--- src/rtl/sedr_pkg.sv ---
// ----------------------------------------------------------------------------
// sedr_pkg
// types, register codes and constants of the stereo echo delay
// ----------------------------------------------------------------------------
package sedr_pkg;

	localparam int HISTORY_DEPTH_DEF = 1024;
	localparam int ECHO_DEPTH_DEF    = 8192;
	localparam int MAX_TAPS_DEF      = 16;

	localparam int SAMPLE_W   = 16;
	localparam int GAIN_W     = 17;
	localparam int COEF_W     = 16;
	localparam int SPAN_W     = 10;
	localparam int STEPS_W    = 4;
	localparam int DLEN_W     = 14;
	localparam int DIST_W     = 11;
	localparam int CFG_IDX_W  = 3;
	localparam int CFG_DATA_W = 16;

	typedef logic [CFG_IDX_W-1:0] cfg_idx_t;

	localparam cfg_idx_t REG_FEEDBACK_GAIN = 3'd0;
	localparam cfg_idx_t REG_RESO_GAIN     = 3'd1;
	localparam cfg_idx_t REG_RESO_SPAN     = 3'd2;
	localparam cfg_idx_t REG_RESO_STEPS    = 3'd3;
	localparam cfg_idx_t REG_DELAY_LENGTH  = 3'd4;

	localparam logic [COEF_W-1:0] FEEDBACK_RST = 16'd32768;
	localparam logic [DLEN_W-1:0] DLEN_RST     = 14'd8192;
	localparam logic [GAIN_W-1:0] GAIN_ONE     = 17'h10000;

	// smoother coefficients 0.3, 0.7, 0.1, 0.2 in q0.16
	localparam logic [COEF_W-1:0] K_03 = 16'd19661;
	localparam logic [COEF_W-1:0] K_07 = 16'd45875;
	localparam logic [COEF_W-1:0] K_01 = 16'd6554;
	localparam logic [COEF_W-1:0] K_02 = 16'd13107;

	typedef enum logic [2:0] {
		ST_CLEAR,
		ST_IDLE,
		ST_DIV,
		ST_TAP,
		ST_DRAIN,
		ST_SMOOTH,
		ST_FIN
	} seq_state_t;

	typedef enum logic [2:0] {
		SM_X03,
		SM_F07,
		SM_X01,
		SM_F02,
		SM_S07,
		SM_FB
	} sm_step_t;

	typedef struct packed {
		logic clr;
		logic mac_en;
	} lane_ctrl_t;

	function automatic int acc_width(input int max_taps);
		return 34 + $clog2(max_taps);
	endfunction

endpackage

--- src/rtl/sedr_tap_lane.sv ---
// ----------------------------------------------------------------------------
// sedr_tap_lane
// one channel of the resonance tap sum: multiply history sample by tap gain
// and accumulate, rounded sum out in q1.15 plus headroom
// ----------------------------------------------------------------------------
module sedr_tap_lane #(
	parameter int MAX_TAPS = sedr_pkg::MAX_TAPS_DEF
) (
	input  logic                                          clk,
	input  logic                                          arst_n,
	input  sedr_pkg::lane_ctrl_t                          ctrl,
	input  logic signed [sedr_pkg::SAMPLE_W-1:0]          sample,
	input  logic        [sedr_pkg::GAIN_W-1:0]            gain,
	output logic signed [sedr_pkg::acc_width(MAX_TAPS)-17:0] tap_sum
);

	localparam int ACC_W  = sedr_pkg::acc_width(MAX_TAPS);
	localparam int PROD_W = sedr_pkg::SAMPLE_W + sedr_pkg::GAIN_W + 1;

	logic signed [PROD_W-1:0] prod;
	logic signed [ACC_W-1:0]  acc_q;
	logic signed [ACC_W-1:0]  acc_rnd;

	assign prod    = sample * $signed({1'b0, gain});
	assign acc_rnd = acc_q + $signed(ACC_W'(32768));
	assign tap_sum = $signed(acc_rnd[ACC_W-1:16]);

	always_ff @(posedge clk or negedge arst_n) begin
		if (!arst_n) begin
			acc_q <= '0;
		end else if (ctrl.clr) begin
			acc_q <= '0;
		end else if (ctrl.mac_en) begin
			acc_q <= acc_q + ACC_W'(prod);
		end
	end

endmodule

--- config.mk ---
export PLATFORM = sky130hd
export DESIGN_NAME = sedr_tap_lane
export DESIGN_NICKNAME = d
export VERILOG_FILES = /design/src/rtl/sedr_pkg.sv /design/src/rtl/sedr_tap_lane.sv
export SDC_FILE = /design/constraint.sdc
export NUM_CORES = 1
export LEC_CHECK = 0
export BUFFER_PORTS_ARGS = -buffer_cell sky130_fd_sc_hd__clkbuf_2
export CORE_MARGIN = 2
export CORE_UTILIZATION = 59
export CTS_CLUSTER_SIZE = 10
export DETAILED_ROUTE_END_ITERATION = 6
export PLACE_DENSITY = 0.76
export SYNTH_ARGS = -nofsm -noshare
export SYNTH_HDL_FRONTEND = slang
export SYNTH_SLANG_ARGS = --single-unit
--- constraint.sdc ---
create_clock -name clk -period 6 [get_ports clk]
set_clock_uncertainty 0.2 [all_clocks]
set_input_delay 1.8 -clock clk [delete_from_list [all_inputs] [get_ports clk]]
set_output_delay 1.8 -clock clk [all_outputs]
set_load 0.01 [all_outputs]
* Yosys cells after proc, flatten, opt, wreduce, memory -nomap -nowiden *
Cells that the tools add are included.

operators by class
  $add $sub $neg = 2
  $mul = 1
  multiplexer cells = 2
  reduce and logical (&&, ||, !) cells = 1

operators with widths
  cell                    count
  $mux 38                 2
  $add 38x17->38 const B  1
  $add 38x34->38          1
  $mul 16x18->34          1
  $reduce_bool 2->1       1

word-level totals
  bits in registers = 38
  bits of input ports = 37
  output and inout bits = 22
  word-level logic and storage cells = 7

* Logic depth before layout (Yosys ltp) *
  word-level depth = 4
  mapped depth = 23
  mapped depth without buffers = 21

* Least setup slack after synthesis *
No wires, ideal clock.

  path type = in2reg
  from = in sample[8] (netlist bit)
  to = reg acc_q[36]
  arrival time = 7.217 ns
  data required time = 5.672 ns
  slack = -1.544 ns
  stages = 22
  cells stage by stage = clkbuf_1 clkbuf_1 nand2_1 fa_1 inv_1 fa_1 inv_1 fa_1 inv_1 fa_1 inv_1 fa_1 fa_1 inv_1 ha_1 buf_2 nand4_1 or3_1 o21ai_2 a41oi_1 nor2_1 mux2_1

between the ends
  cells in the longest elaborated chain, start to end = 4

RTL lines
  element               RTL line             text
  start, declared       sedr_tap_lane.sv:12  input logic signed [sedr_pkg::SAMPLE_W-1:0] sample,
  $mul 16x18->34        sedr_tap_lane.sv:24  assign prod = sample * $signed({1'b0, gain});
  $add 38x34->38        sedr_tap_lane.sv:34  acc_q <= acc_q + ACC_W'(prod);
  $mux 38               sedr_tap_lane.sv:33  end else if (ctrl.mac_en) begin
  $mux 38               sedr_tap_lane.sv:31  end else if (ctrl.clr) begin
  end signal, assigned  sedr_tap_lane.sv:34
  end, declared         sedr_tap_lane.sv:21  logic signed [ACC_W-1:0] acc_q;

No other way between the ends. The select of a mux whose other input is x is not followed.
A chain may end at the register's enable or synchronous reset.

* Final worst setup path *
  from = in sample[15] (netlist bit)
  to = reg acc_q[35]

Same word-level chain as after synthesis.

==> run metrics <==
outcome complete, but fails checks; failing checks setup timing; TritonCTS clock tree yes; DR vias 11200; Seq/Total Area, Yosys 7.52%; Clock Sinks 38; crit-path max FO 6; DR iter-0 viols 767; Total GRT Usage 32.8%; worst setup margin -1.27 ns; Worst EP required 6.01 ns; Skew-Pair Late Insertion Delay approximately 0.29 ns; R2R Path Start acc_q[15]; Synth Cell Area 0.0126 mm2; YS warnings 0; vias in the first global route about 11000; placer congestion estimate 0.942; reg2reg path depth 18; setup violators final 31; Syn Nets approximately 1900; Root Driver clkbuf_16; wire length per cell just under 20 um; category of the most critical setup path in -> reg; CP Capture Type flip-flop; RSZ-0062 raised after global routing true; Die W about 150 um; Antenna Nets Post-Route 0; CP startpoint kind input pin; initial core utilization approximately three fifths; fillers 1236; Pre-antenna DRT Iters 5; FP Rows 53; Layout Nets 2094; Placed Cells incl. Taps around 1900; grt ovf 0; Placeable Area around 0.021 mm2; Largest Register acc_q; Area Growth Syn to Fin 31.1%; Tcrit/Tclk final 121%; Clock H-tree levels 2; ys async rst share 100%; R2R Path End acc_q[26]; leading registers by flop count acc_q: 38 flops; post-synthesis register bit count 38; WL final 38700 um; Clock Path Buffers 2; CTS buffer count 5; total die area ~0.023 mm2; die height roughly 150 um; final slew viol count 0; ratio of cells with drive above 1 in the final layout roughly 29%; initial antenna violation count 0; Hold/Removal Path Class reg -> reg; dpl hpwl 27400 um; CP Data Arrival Time ~7.3 ns; max FFs per register 38; average cell area after synthesis 8.58 um2; final hold vios 0; ant diodes 0; Top Ports 59; DRC Markers 0; Worst-path clk slew about 0.06 ns; largest net degree at the start of global routing 39; port bufs slightly below 60; Fin Setup TNS -28.37 ns; dpl ws -1.58 ns; Worst-Margin Slew 1.10 ns; flop2flop setup slack a little under 0.8 ns; Mapped Cells between 1000 and 1500; Synth Flop Type dfrtp_1; Yosys cell types just under 60; EDFF count, synth 0; vias per cell 5.73; max-cap violations 0; Worst Hold End acc_q[1]; hold path depth 2; final std cells w/o fill slightly below 2000; hold bufs inserted after CTS 0; Max Freq roughly 140 MHz; Final Critical Period between 7 and 8 ns; hold wc startpoint acc_q[1]; first-pass GRT wire length about 58000 um; max_slew headroom 26.6%
through the flow:
step | area (um2) | hold slack (ns) | util, %
after detailed placement | 14700 | 0.314 | 70.0
after CTS | 15900 | 0.329 | 75.8
after global placement | 14700 | 0.311 | 70.0
after floorplan | 13400 | 0.256 | -
final | 16600 | 0.333 | 78.9
after global routing | 16600 | 0.375 | 78.9
layer usage:
| metal | global-route usage (%) | part of all wire [%] | up-vias |
|---|---|---|---|
| met5 | 0 | 0 | - |
| met4 | 12.5 | 5.3 | 0 |
| met3 | 4.52 | 8.2 | 192 |
| met2 | 55.5 | 49 | 591 |
| met1 | 43.1 | 37 | 5559 |
| li1 | - | - | 4887 |
placed cells by master (no fill, tap or decap), types with 7 or more instances in the layout:
| cell type | count |
|---|---|
| buf_6 | 39 |
| nand2_2 | 15 |
| dfrtp_1 | 38 |
| ha_4 | 22 |
| a21oi_4 | 16 |
| a21oi_1 | 15 |
| a21o_1 | 8 |
| inv_1 | 312 |
| and2_4 | 20 |
| o211ai_1 | 7 |
| fa_2 | 15 |
| mux2i_1 | 15 |
| clkbuf_2 | 28 |
| a21oi_2 | 12 |
| and3_1 | 8 |
| nor2_1 | 52 |
| buf_8 | 11 |
| clkbuf_8 | 11 |
| fa_1 | 227 |
| o21ai_1 | 14 |
| clkbuf_16 | 16 |
| inv_2 | 34 |
| ha_1 | 107 |
| xor2_1 | 15 |
| buf_4 | 147 |
| nand2_1 | 167 |
| nand2_4 | 8 |
| buf_12 | 11 |
| nand4_1 | 12 |
| xnor2_1 | 24 |
| and2_1 | 103 |
| nand3_1 | 12 |
| o21ai_0 | 10 |
| nand2b_1 | 10 |
cell usage after synthesis (3+ instances only):
library cell	count	area, um2
nand2b_1	10	62.6
a31oi_1	3	18.8
nand2_1	190	713
o211ai_1	7	52.6
dfrtp_1	38	951
xnor2_1	31	272
nor3_1	9	45.0
nand4_1	12	75.1
and2_1	123	769
a211oi_1	11	82.6
fa_1	242	4840
ha_1	132	1650
nand3_1	14	70.1
nor2b_1	5	31.3
or3_1	5	31.3
clkbuf_1	54	203
o21ai_1	3	15.0
a211o_1	3	26.3
nor2_1	64	240
o21ai_0	32	160
o21a_1	3	22.5
and3_1	10	62.6
mux2i_1	15	150
a21o_1	8	60.1
inv_1	348	1310
xor2_1	16	140
a21oi_1	41	205
critical path, stage by stage:
cell and delay [ns]:
buf_8 0.08, clkinvlp_4 0.09, buf_12 0.14, buf_4 0.13, nor2_4 0.13, fa_1 0.48
fa_1 0.51, fa_1 0.60, fa_1 0.48, fa_1 0.52, inv_1 0.06, fa_1 0.49
inv_1 0.08, ha_4 0.33, nand2_1 0.09, a2111o_1 0.43, a211oi_2 0.24, nor3_2 0.09
or4_1 0.42, o211ai_2 0.08
kinds of logic (layout without fill, tap and decap cells):
group | Yosys count | in the layout | share of synthesized area (%)
multiplexers | 16 | 16 | 1.28
buffers and inverters | 407 | 617 | 12.1
AND/OR/NAND/NOR | 453 | 453 | 17.3
XOR/XNOR | 47 | 47 | 3.25
adder cells (fa/ha/maj) | 374 | 374 | 51.4
flip-flops | 38 | 38 | 7.52
AO/OA/AOI/OAI | 139 | 139 | 7.16
timing repair:
item | 4_1_cts | 5_1_grt
resized for setup | 183 | 141
cloned | 1 | 4
setup endpoints to repair | 31 | 31
pin swaps | 75 | 100
buffers inserted | 25 | 21
layout make-up:
type | count | area (um2) | area share, %
clock buffers | 7 | 143 | 0.860
clock inverters | 1 | 5.00 | 0.0302
inverters | 348 | 1320 | 7.93
multi-input cells | 1029 | 11300 | 68.2
flip-flops and latches | 38 | 951 | 5.73
well taps | 275 | 344 | 2.07
repair buffers | 261 | 2510 | 15.1
worst max path at each step:
| stage | from | to | slack [ns] | depth (start not counted) |
|---|---|---|---|---|
| 2_1_floorplan | sample[1] | acc_q[36] | -1.09 | 20 |
| 3_3_place_gp | sample[15] | acc_q[25] | -1.52 | 20 |
| 3_5_place_dp | sample[1] | acc_q[36] | -1.58 | 20 |
| 4_1_cts | sample[10] | acc_q[35] | -1.08 | 21 |
| 5_1_grt | sample[15] | acc_q[35] | -1.37 | 20 |
| 6_report | sample[15] | acc_q[35] | -1.27 | 20 |
Power is left out: the tool's default activity adds up to more than one toggle a clock period on the data nets, which glitch-free logic cannot reach.
