--- src/rtl/sedr_pkg.sv ---
// ----------------------------------------------------------------------------
// sedr_pkg
// types, register codes and constants of the stereo echo delay
// ----------------------------------------------------------------------------
package sedr_pkg;

	localparam int HISTORY_DEPTH_DEF = 1024;
	localparam int ECHO_DEPTH_DEF    = 8192;
	localparam int MAX_TAPS_DEF      = 16;

	localparam int SAMPLE_W   = 16;
	localparam int GAIN_W     = 17;
	localparam int COEF_W     = 16;
	localparam int SPAN_W     = 10;
	localparam int STEPS_W    = 4;
	localparam int DLEN_W     = 14;
	localparam int DIST_W     = 11;
	localparam int CFG_IDX_W  = 3;
	localparam int CFG_DATA_W = 16;

	typedef logic [CFG_IDX_W-1:0] cfg_idx_t;

	localparam cfg_idx_t REG_FEEDBACK_GAIN = 3'd0;
	localparam cfg_idx_t REG_RESO_GAIN     = 3'd1;
	localparam cfg_idx_t REG_RESO_SPAN     = 3'd2;
	localparam cfg_idx_t REG_RESO_STEPS    = 3'd3;
	localparam cfg_idx_t REG_DELAY_LENGTH  = 3'd4;

	localparam logic [COEF_W-1:0] FEEDBACK_RST = 16'd32768;
	localparam logic [DLEN_W-1:0] DLEN_RST     = 14'd8192;
	localparam logic [GAIN_W-1:0] GAIN_ONE     = 17'h10000;

	// smoother coefficients 0.3, 0.7, 0.1, 0.2 in q0.16
	localparam logic [COEF_W-1:0] K_03 = 16'd19661;
	localparam logic [COEF_W-1:0] K_07 = 16'd45875;
	localparam logic [COEF_W-1:0] K_01 = 16'd6554;
	localparam logic [COEF_W-1:0] K_02 = 16'd13107;

	typedef enum logic [2:0] {
		ST_CLEAR,
		ST_IDLE,
		ST_DIV,
		ST_TAP,
		ST_DRAIN,
		ST_SMOOTH,
		ST_FIN
	} seq_state_t;

	typedef enum logic [2:0] {
		SM_X03,
		SM_F07,
		SM_X01,
		SM_F02,
		SM_S07,
		SM_FB
	} sm_step_t;

	typedef struct packed {
		logic clr;
		logic mac_en;
	} lane_ctrl_t;

	function automatic int acc_width(input int max_taps);
		return 34 + $clog2(max_taps);
	endfunction

endpackage

--- src/rtl/sedr_smoother.sv ---
// ----------------------------------------------------------------------------
// sedr_smoother
// two-pole smoother shared by left then right, one multiply-add per cycle,
// merges the lane tap sums into the new echo values
// ----------------------------------------------------------------------------
module sedr_smoother #(
	parameter int MAX_TAPS = sedr_pkg::MAX_TAPS_DEF
) (
	input  logic                                             clk,
	input  logic                                             arst_n,
	input  logic                                             start,
	input  logic        [sedr_pkg::COEF_W-1:0]               feedback_gain,
	input  logic signed [sedr_pkg::SAMPLE_W-1:0]             x_left,
	input  logic signed [sedr_pkg::SAMPLE_W-1:0]             x_right,
	input  logic signed [sedr_pkg::acc_width(MAX_TAPS)-17:0] reso_left,
	input  logic signed [sedr_pkg::acc_width(MAX_TAPS)-17:0] reso_right,
	output logic                                             done,
	output logic signed [sedr_pkg::SAMPLE_W-1:0]             echo_left,
	output logic signed [sedr_pkg::SAMPLE_W-1:0]             echo_right
);

	localparam int TSUM_W = sedr_pkg::acc_width(MAX_TAPS) - 16;
	localparam int SACC_W = 43;
	localparam int FBR_W  = SACC_W - 24;
	localparam int EW     = ((FBR_W > TSUM_W) ? FBR_W : TSUM_W) + 1;

	sedr_pkg::sm_step_t step_q, step_d;
	logic                          busy_q;
	logic                          ch_q;
	logic signed [23:0]            first_q;
	logic signed [23:0]            second_q;
	logic signed [SACC_W-1:0]      acc_q;
	logic signed [15:0]            el_q;
	logic signed [15:0]            er_q;

	logic signed [15:0]            x_cur;
	logic signed [TSUM_W-1:0]      reso_cur;
	logic signed [23:0]            x23;
	logic        [15:0]            coef;
	logic signed [23:0]            opnd;
	logic                          load;
	logic signed [40:0]            prod;
	logic signed [SACC_W-1:0]      sum;
	logic signed [SACC_W-1:0]      rnd16_t;
	logic signed [SACC_W-17:0]     rnd16;
	logic signed [23:0]            sat24;
	logic signed [SACC_W-1:0]      rnd24_t;
	logic signed [FBR_W-1:0]       rnd24;
	logic signed [EW-1:0]          e_sum;
	logic signed [15:0]            e_sat;

	assign x_cur    = ch_q ? x_right : x_left;
	assign reso_cur = ch_q ? reso_right : reso_left;
	assign x23      = $signed({x_cur, 8'h00});

	always_comb begin
		coef = sedr_pkg::K_03;
		opnd = x23;
		load = 1'b1;
		unique case (step_q)
			sedr_pkg::SM_X03: begin
				coef = sedr_pkg::K_03;
				opnd = x23;
				load = 1'b1;
			end
			sedr_pkg::SM_F07: begin
				coef = sedr_pkg::K_07;
				opnd = first_q;
				load = 1'b0;
			end
			sedr_pkg::SM_X01: begin
				coef = sedr_pkg::K_01;
				opnd = x23;
				load = 1'b1;
			end
			sedr_pkg::SM_F02: begin
				coef = sedr_pkg::K_02;
				opnd = first_q;
				load = 1'b0;
			end
			sedr_pkg::SM_S07: begin
				coef = sedr_pkg::K_07;
				opnd = second_q;
				load = 1'b0;
			end
			sedr_pkg::SM_FB: begin
				coef = feedback_gain;
				opnd = second_q;
				load = 1'b1;
			end
			default: begin
				coef = sedr_pkg::K_03;
				opnd = x23;
				load = 1'b1;
			end
		endcase
	end

	always_comb begin
		unique case (step_q)
			sedr_pkg::SM_X03: step_d = sedr_pkg::SM_F07;
			sedr_pkg::SM_F07: step_d = sedr_pkg::SM_X01;
			sedr_pkg::SM_X01: step_d = sedr_pkg::SM_F02;
			sedr_pkg::SM_F02: step_d = sedr_pkg::SM_S07;
			sedr_pkg::SM_S07: step_d = sedr_pkg::SM_FB;
			default:          step_d = sedr_pkg::SM_X03;
		endcase
	end

	assign prod    = $signed({1'b0, coef}) * opnd;
	assign sum     = (load ? $signed(SACC_W'(0)) : acc_q) + SACC_W'(prod);
	assign rnd16_t = sum + $signed(SACC_W'(32768));
	assign rnd16   = $signed(rnd16_t[SACC_W-1:16]);
	assign rnd24_t = sum + $signed(SACC_W'(8388608));
	assign rnd24   = $signed(rnd24_t[SACC_W-1:24]);
	assign e_sum   = EW'(rnd24) + EW'(reso_cur);

	always_comb begin
		if (rnd16 > 8388607) begin
			sat24 = 24'sh7fffff;
		end else if (rnd16 < -8388608) begin
			sat24 = 24'sh800000;
		end else begin
			sat24 = rnd16[23:0];
		end
		if (e_sum > 32767) begin
			e_sat = 16'sh7fff;
		end else if (e_sum < -32768) begin
			e_sat = 16'sh8000;
		end else begin
			e_sat = e_sum[15:0];
		end
	end

	always_ff @(posedge clk or negedge arst_n) begin
		if (!arst_n) begin
			busy_q   <= 1'b0;
			ch_q     <= 1'b0;
			step_q   <= sedr_pkg::SM_X03;
			first_q  <= '0;
			second_q <= '0;
			acc_q    <= '0;
		end else if (start) begin
			busy_q <= 1'b1;
			ch_q   <= 1'b0;
			step_q <= sedr_pkg::SM_X03;
		end else if (busy_q) begin
			acc_q  <= sum;
			step_q <= step_d;
			if (step_q == sedr_pkg::SM_F07) begin
				first_q <= sat24;
			end
			if (step_q == sedr_pkg::SM_S07) begin
				second_q <= sat24;
			end
			if (step_q == sedr_pkg::SM_FB) begin
				ch_q <= 1'b1;
				if (ch_q) begin
					busy_q <= 1'b0;
				end
			end
		end
	end

	always_ff @(posedge clk) begin
		if (busy_q && step_q == sedr_pkg::SM_FB) begin
			if (ch_q) begin
				er_q <= e_sat;
			end else begin
				el_q <= e_sat;
			end
		end
	end

	assign done       = busy_q && ch_q && (step_q == sedr_pkg::SM_FB);
	assign echo_left  = el_q;
	assign echo_right = er_q;

endmodule

--- config.mk ---
export PLATFORM = sky130hd
export DESIGN_NAME = sedr_smoother
export DESIGN_NICKNAME = d
export VERILOG_FILES = /design/src/rtl/sedr_pkg.sv /design/src/rtl/sedr_smoother.sv
export SDC_FILE = /design/constraint.sdc
export NUM_CORES = 1
export LEC_CHECK = 0
export BUFFER_PORTS_ARGS = -buffer_cell sky130_fd_sc_hd__clkbuf_2
export CORE_AREA = 2 2 312 314
export CTS_BUF_LIST = sky130_fd_sc_hd__clkbuf_16
export DETAILED_ROUTE_END_ITERATION = 10
export DIE_AREA = 0 0 314 316
export GPL_TIMING_DRIVEN = 1
export MAX_ROUTING_LAYER = met4
export SKIP_CTS_REPAIR_TIMING = 1
export SLEW_MARGIN = 20
export SYNTH_ARGS = -nofsm -noshare
export SYNTH_HDL_FRONTEND = slang
export SYNTH_SLANG_ARGS = --single-unit
--- constraint.sdc ---
create_clock -name clk -period 13.55 [get_ports clk]
set_input_delay 2.71 -clock clk [delete_from_list [all_inputs] [get_ports clk]]
set_output_delay 2.71 -clock clk [all_outputs]
set_load 0.01 [all_outputs]
* Yosys cells after proc, flatten, opt, wreduce, memory -nomap -nowiden
Index checks and enable logic that the tools add are counted.
** Storage, ports and cells
- Register bits :: 128
- Input bits :: 95
- Output and inout bits :: 33
- Logic and storage cells :: 59
** Operators by class
- Add/sub/neg operators :: 4
- Multipliers :: 1
- Order comparisons :: 4
- Eq/ne operators :: 5
- Muxes and demuxes :: 19
- Bitwise operators :: 2
- Reductions and logical operators :: 16
** Operators with widths (number)
- case mux 16 bit (4 select lines) :: 1
- two-way mux 16 bit :: 3
- two-way mux 24 bit :: 2
- case mux 24 bit (2 select lines) :: 1
- adder 43 x 17 -> 43 bit (second input constant) :: 1
- adder 43 x 25 -> 43 bit (second input constant) :: 1
- adder 43 x 41 -> 43 bit :: 1
- two-way mux 43 bit :: 1
- multiplier 17 x 24 -> 41 bit :: 1
- greater-than comparator 27 x 24 -> 1 bit (second input constant) :: 1
- < comparator 27 x 24 -> 1 bit (second input constant) :: 1
- adder 19 x 22 -> 23 bit :: 1
- greater-than comparator 23 x 16 -> 1 bit (second input constant) :: 1
- < comparator 23 x 16 -> 1 bit (second input constant) :: 1
- two-way mux 22 bit :: 1
- case mux 3 bit (5 select lines) :: 1
- AND reduction 2 bit :: 4
- two-way mux 1 bit :: 7
- equality test 3 x 2 -> 1 bit (second input constant) :: 2
- equality test 3 bit (second input constant) :: 2
- two-way mux 3 bit :: 2
- AND reduction 3 bit :: 2
- OR reduction 2 bit :: 3
- nonzero test 2 bit :: 2
- 5 further kinds :: 8

* Depth between registers and ports, before layout
- Depth in word-level cells :: 10
- Mapped depth :: 50
- Mapped depth without buffers :: 45

* Worst setup path after synthesis
No wires, ideal clock.
- Path type :: input to register
- From :: input feedback_gain[2] (netlist bit)
- To :: register el_q[8], in the netlist echo_left[8], data pin
- Library setup time :: 0.275 ns
- Data arrival time :: 12.349 ns
- Path slack :: 0.926 ns
- Cell stages on the path :: 42
- Buffers on the path :: 3
- Cell sequence :: a21oi_1 nor2_1 nor2_1 clkbuf_1 nor2_1 fa_1 inv_1 fa_1 fa_1 inv_1 fa_1 fa_1 inv_1 fa_1 inv_1 ha_1 and4_1 and4_1 [... 6 more ...] nor4_1 xnor2_1 ha_1 a211oi_1 o211ai_1 a41oi_1 o21bai_1 a41o_1 o41a_1 xnor2_1 nand3_1 nor3_1 mux2i_1 a21oi_1 a32oi_1 a21oi_2 buf_2 a31oi_1
** Between the ends
- Longest elaborated chain between the ends :: 8
- Elaborated cells between the ends (all ways) :: 9
- Those cells by class :: add/sub (3); mul (1); order compare (2); mux (3)
** Ends and longest elaborated chain
- start, declared :: line sedr_smoother.sv:12 : input logic [sedr_pkg::COEF_W-1:0] feedback_gain,
- case mux 16 bit (4 select lines) * :: line sedr_smoother.sv:60 : unique case (step_q)
- multiplier 17 x 24 -> 41 bit * :: line sedr_smoother.sv:110 : assign prod = $signed({1'b0, coef}) * opnd;
- adder 43 x 41 -> 43 bit * :: line sedr_smoother.sv:111 : assign sum = (load ? $signed(SACC_W'(0)) : acc_q) + SACC_W'(prod);
- adder 43 x 25 -> 43 bit * :: line sedr_smoother.sv:114 : assign rnd24_t = sum + $signed(SACC_W'(8388608));
- adder 19 x 22 -> 23 bit * :: line sedr_smoother.sv:116 : assign e_sum = EW'(rnd24) + EW'(reso_cur);
- < comparator 23 x 16 -> 1 bit :: line sedr_smoother.sv:128 : end else if (e_sum < -32768) begin
- two-way mux 16 bit :: line sedr_smoother.sv:128
- two-way mux 16 bit * :: line sedr_smoother.sv:126 : if (e_sum > 32767) begin
- net e_sat[8] :: line sedr_smoother.sv:50 : logic signed [15:0] e_sat;
- end signal, assigned :: line sedr_smoother.sv:170 : el_q <= e_sat;
- end, declared :: line sedr_smoother.sv:33 : logic signed [15:0] el_q;
Mark *: on every way through the listed nets, which the timed path passes. The rest lies on a longest branch.
A chain may end at the register's enable or synchronous reset.

* Final worst setup path
- From :: input x_right[2] (netlist bit)
- To :: register er_q[10], in the netlist echo_right[10], data pin
** Between the ends
- Longest elaborated chain between the ends :: 9
- Elaborated cells between the ends (all ways) :: 10
- Those cells by class :: add/sub (3); mul (1); order compare (2); mux (4)
** Ends and longest elaborated chain
- start, declared :: line sedr_smoother.sv:14 : input logic signed [sedr_pkg::SAMPLE_W-1:0] x_right,
- two-way mux 16 bit * :: line sedr_smoother.sv:52 : assign x_cur = ch_q ? x_right : x_left;
- case mux 24 bit (2 select lines) * :: line sedr_smoother.sv:60
- multiplier 17 x 24 -> 41 bit * :: line sedr_smoother.sv:110
- adder 43 x 41 -> 43 bit * :: line sedr_smoother.sv:111
- adder 43 x 25 -> 43 bit * :: line sedr_smoother.sv:114
- adder 19 x 22 -> 23 bit * :: line sedr_smoother.sv:116
- < comparator 23 x 16 -> 1 bit :: line sedr_smoother.sv:128
- two-way mux 16 bit :: line sedr_smoother.sv:128
- two-way mux 16 bit * :: line sedr_smoother.sv:126
- net e_sat[10] :: line sedr_smoother.sv:50
- end signal, assigned :: line sedr_smoother.sv:168 : er_q <= e_sat;
- end, declared :: line sedr_smoother.sv:34 : logic signed [15:0] er_q;
Marked as above.

==> key figures <==
Timing
  • Fin crit share: 0.9605
  • Achievable Freq: 0.07683 GHz
  • Hold Violations, Final: 0
  • Final Critical Period: 13020 ps
  • Layout Skew: 13.12 ps
  • Final setup margin: 535.0 ps
  • Final setup TNS: 0 ps
  • Slew @ Worst Pin: 1066 ps
  • Slew Limit Fails: 0
  • Setup repair after global routing missed its margin: false
  • Finish-stage setup viols: 0
  • Slew margin rel.: 0.2890

Place
  • Dpl ws: 29.34 ps
  • Area of placed instances: 28170 sq um
  • PortBufs: 127
  • GPL Wtd Cong: 0.9955
  • Post-DP HPWL: 65.17 mm

Global routing
  • Pin count of the biggest net entering global routing: 77
  • Vias in the first global route: 21.11k
  • First-pass GRT wire length: 123.8 mm
  • Antenna violations before repair: 0
  • Overall Global Routing Usage: 0.1680
  • Total gr overflow: 0

CTS
  • Clk buf depth: 2
  • CTS tree: built
  • CTS root buf: clkbuf_16
  • Clock transition at path regs: 70 ps
  • CTS Buf Count: 17
  • CTS sink count: 128
  • Worst-Skew Late Latency: 480 ps
  • H-tree Lvls: 4

Floorplan
  • Die extent in y: 316 microns
  • Total core area: 95990 sq um
  • Chip Width: 314 microns
  • Die area: 99220 sq um
  • Initial core utilization: 0.2580
  • Row count: 114
  • Top Ports: 128

Final layout
  • Util after Layout: 0.3003
  • Share of layout cells above drive strength 1: 0.1644
  • Layout area overhead: 16.40%
  • Fillers: 10.11k
  • Post-route cell area: 28820 sq um
  • Nets@finish: 3700
  • Inserted Diodes: 0

Drt
  • Vias per cell: 4.756
  • First DRT Iteration DRCs: 1576
  • Drt pass-1 iters: 5
  • Post-route ant nets: 0
  • Routed length per instance: 18.16 microns
  • WL final: 78.52 mm
  • DRC Markers: 0
  • Via count: 20.57k

Synthesis
  • Seq/Total Area, Yosys: 0.1358
  • Post-synth top flop: dfrtp_1
  • Asr flop ratio synth: 0.7500
  • Post-synth EDFFs: 32
  • Synthesized flop and latch total: 128
  • Mapped Cells: 2803
  • Mapped cell area: 24760 sq um
  • Synth cell types: 96
  • Yosys Warn Count: 0
  • Post-Syn Area per Cell: 8.835 sq um
  • Synth Net Count: 3468

Flow run
  • MaxCap Viol Count: 0

Setup path
  • Crit end category: register
  • CP max stage cell: fa_1
  • Most common cell on crit path: fa_1
  • Crit Path Max Fanout: 15
  • Critical Path AT: 13300 ps
  • Worst Path Required: 13840 ps
  • Largest stage delay on the critical path: 550 ps
  • Startpoint types: primary input
  • Crit path kind: primary input to register

Outcome
  • Status: completed

Min path
  • Hold Path Class: register to register
[critical path: cells and delay by family]
family / cells / cell delay [ps]
adders and majority gates: 8 / 4000
buffers and inverters: 8 / 900
and+or+nand+nor: 11 / 2210
AOI/OAI and AO/OA: 12 / 2980
xor gates and xnor gates: 3 / 420
muxes: 1 / 70
[cell type report]
cell class / instances / area [sq um] / area share
Clock inverter: 15 / 172.7 / 0.005990
Tap cell: 1276 / 1597 / 0.05539
Clock buffer: 17 / 425.4 / 0.01476
Multi-Input combinational cell: 1996 / 18900 / 0.6558
Inverter: 561 / 2106 / 0.07306
Timing Repair Buffer: 331 / 2257 / 0.07831
Sequential cell: 128 / 3364 / 0.1167
[cell families (layout without fill, tap and decap cells)]
family          after synthesis  after routing  share of synthesized area
xor+xnor                     98             98                    0.03613
compound gates              417            417                     0.1147
simple gates                816            816                     0.1457
mux                          95             95                    0.04204
buf+inv                     679            924                     0.1040
flops                       128            128                     0.1358
fa+ha+maj                   570            570                     0.4217
[sequential cells by signal (all words and copies together), names as in the netlist]
register,cells
acc_q,43
busy_q,1
ch_q,1
echo_left,16
echo_right,16
first_q,24
second_q,24
step_q,3
[stage by stage]
step	hold slack, ps	std cells
finish	483.1	4324
global route	511.8	4324
CTS	484.5	4321
detailed placement	469.7	4289
global placement	456.4	4288
floorplan	441.8	2803
[final timing paths]
| path | from | end | slack (ps) | cells after the start |
|---|---|---|---|---|
| min | acc_q[11]$_DFFE_PN0P_ | acc_q[11]$_DFFE_PN0P_ | 480 | 2 |
| min reg2reg | acc_q[11]$_DFFE_PN0P_ | acc_q[11]$_DFFE_PN0P_ | 480 | 2 |
| max | x_right[2] | echo_right[10]$_DFFE_PP_ | 530 | 43 |
| min in group asynchronous | arst_n | acc_q[34]$_DFFE_PN0P_ | 2250 | 1 |
| max reg2reg | step_q[1]$_DFFE_PN0P_ | echo_right[10]$_DFFE_PP_ | 1340 | 43 |
| max in group asynchronous | arst_n | ch_q$_DFFE_PN0P_ | 9940 | 2 |
[layer usage]
layer	wire length [microns]	vias up	GRT usage
li1	-	9335	-
met1	33300	10410	0.2135
met2	37710	700	0.2743
met3	5069	121	0.02689
met4	2444	0	0.05209
met5	0	-	-
[synthesized netlist by cell type, drive strengths merged, types with 6 or more instances]
cell | count | area share
a211oi | 23 | 0.0072
a21boi | 6 | 0.0020
a21o | 47 | 0.014
a21oi | 84 | 0.018
a22o | 7 | 0.0025
a22oi | 9 | 0.0027
a31o | 7 | 0.0025
a31oi | 37 | 0.0096
and2 | 23 | 0.0058
and3 | 6 | 0.0015
buf | 14 | 0.0032
clkbuf | 104 | 0.016
dfrtp | 96 | 0.097
edfxtp | 32 | 0.039
fa | 441 | 0.36
ha | 129 | 0.065
inv | 561 | 0.085
mux2 | 72 | 0.033
mux2i | 23 | 0.0093
nand2 | 308 | 0.047
nand2b | 9 | 0.0023
nand3 | 28 | 0.0059
nand4 | 18 | 0.0048
nor2 | 309 | 0.047
nor2b | 15 | 0.0038
nor3 | 36 | 0.0075
nor4 | 14 | 0.0056
o2111ai | 6 | 0.0024
o211ai | 16 | 0.0053
o21a | 8 | 0.0024
o21ai | 97 | 0.020
o31ai | 16 | 0.0049
or2 | 11 | 0.0028
or3 | 15 | 0.0038
xnor2 | 68 | 0.024
xor2 | 29 | 0.011
[layout by cell type, fill, tap and decap left out, types with 16 or more instances in the layout]
cell | synthesis | final
nor3_1 | 35 | 32
and2_1 | 23 | 23
xor2_1 | 26 | 26
a21o_1 | 47 | 46
a21oi_1 | 80 | 76
mux2_2 | 72 | 72
fa_1 | 441 | 440
mux2i_1 | 23 | 23
o21ai_0 | 82 | 81
buf_4 | 1 | 198
nand3_1 | 27 | 27
nand2_1 | 308 | 306
edfxtp_1 | 32 | 32
ha_1 | 129 | 129
a211oi_1 | 22 | 22
nand4_1 | 17 | 17
clkbuf_2 | 0 | 126
dfrtp_1 | 96 | 95
o31ai_1 | 16 | 16
nor2_1 | 308 | 306
inv_1 | 561 | 561
clkbuf_16 | 0 | 17
xnor2_1 | 68 | 68
a31oi_1 | 36 | 35
Power is left out: the tool's default activity adds up to more than one toggle a clock period on the data nets, which glitch-free logic cannot reach.
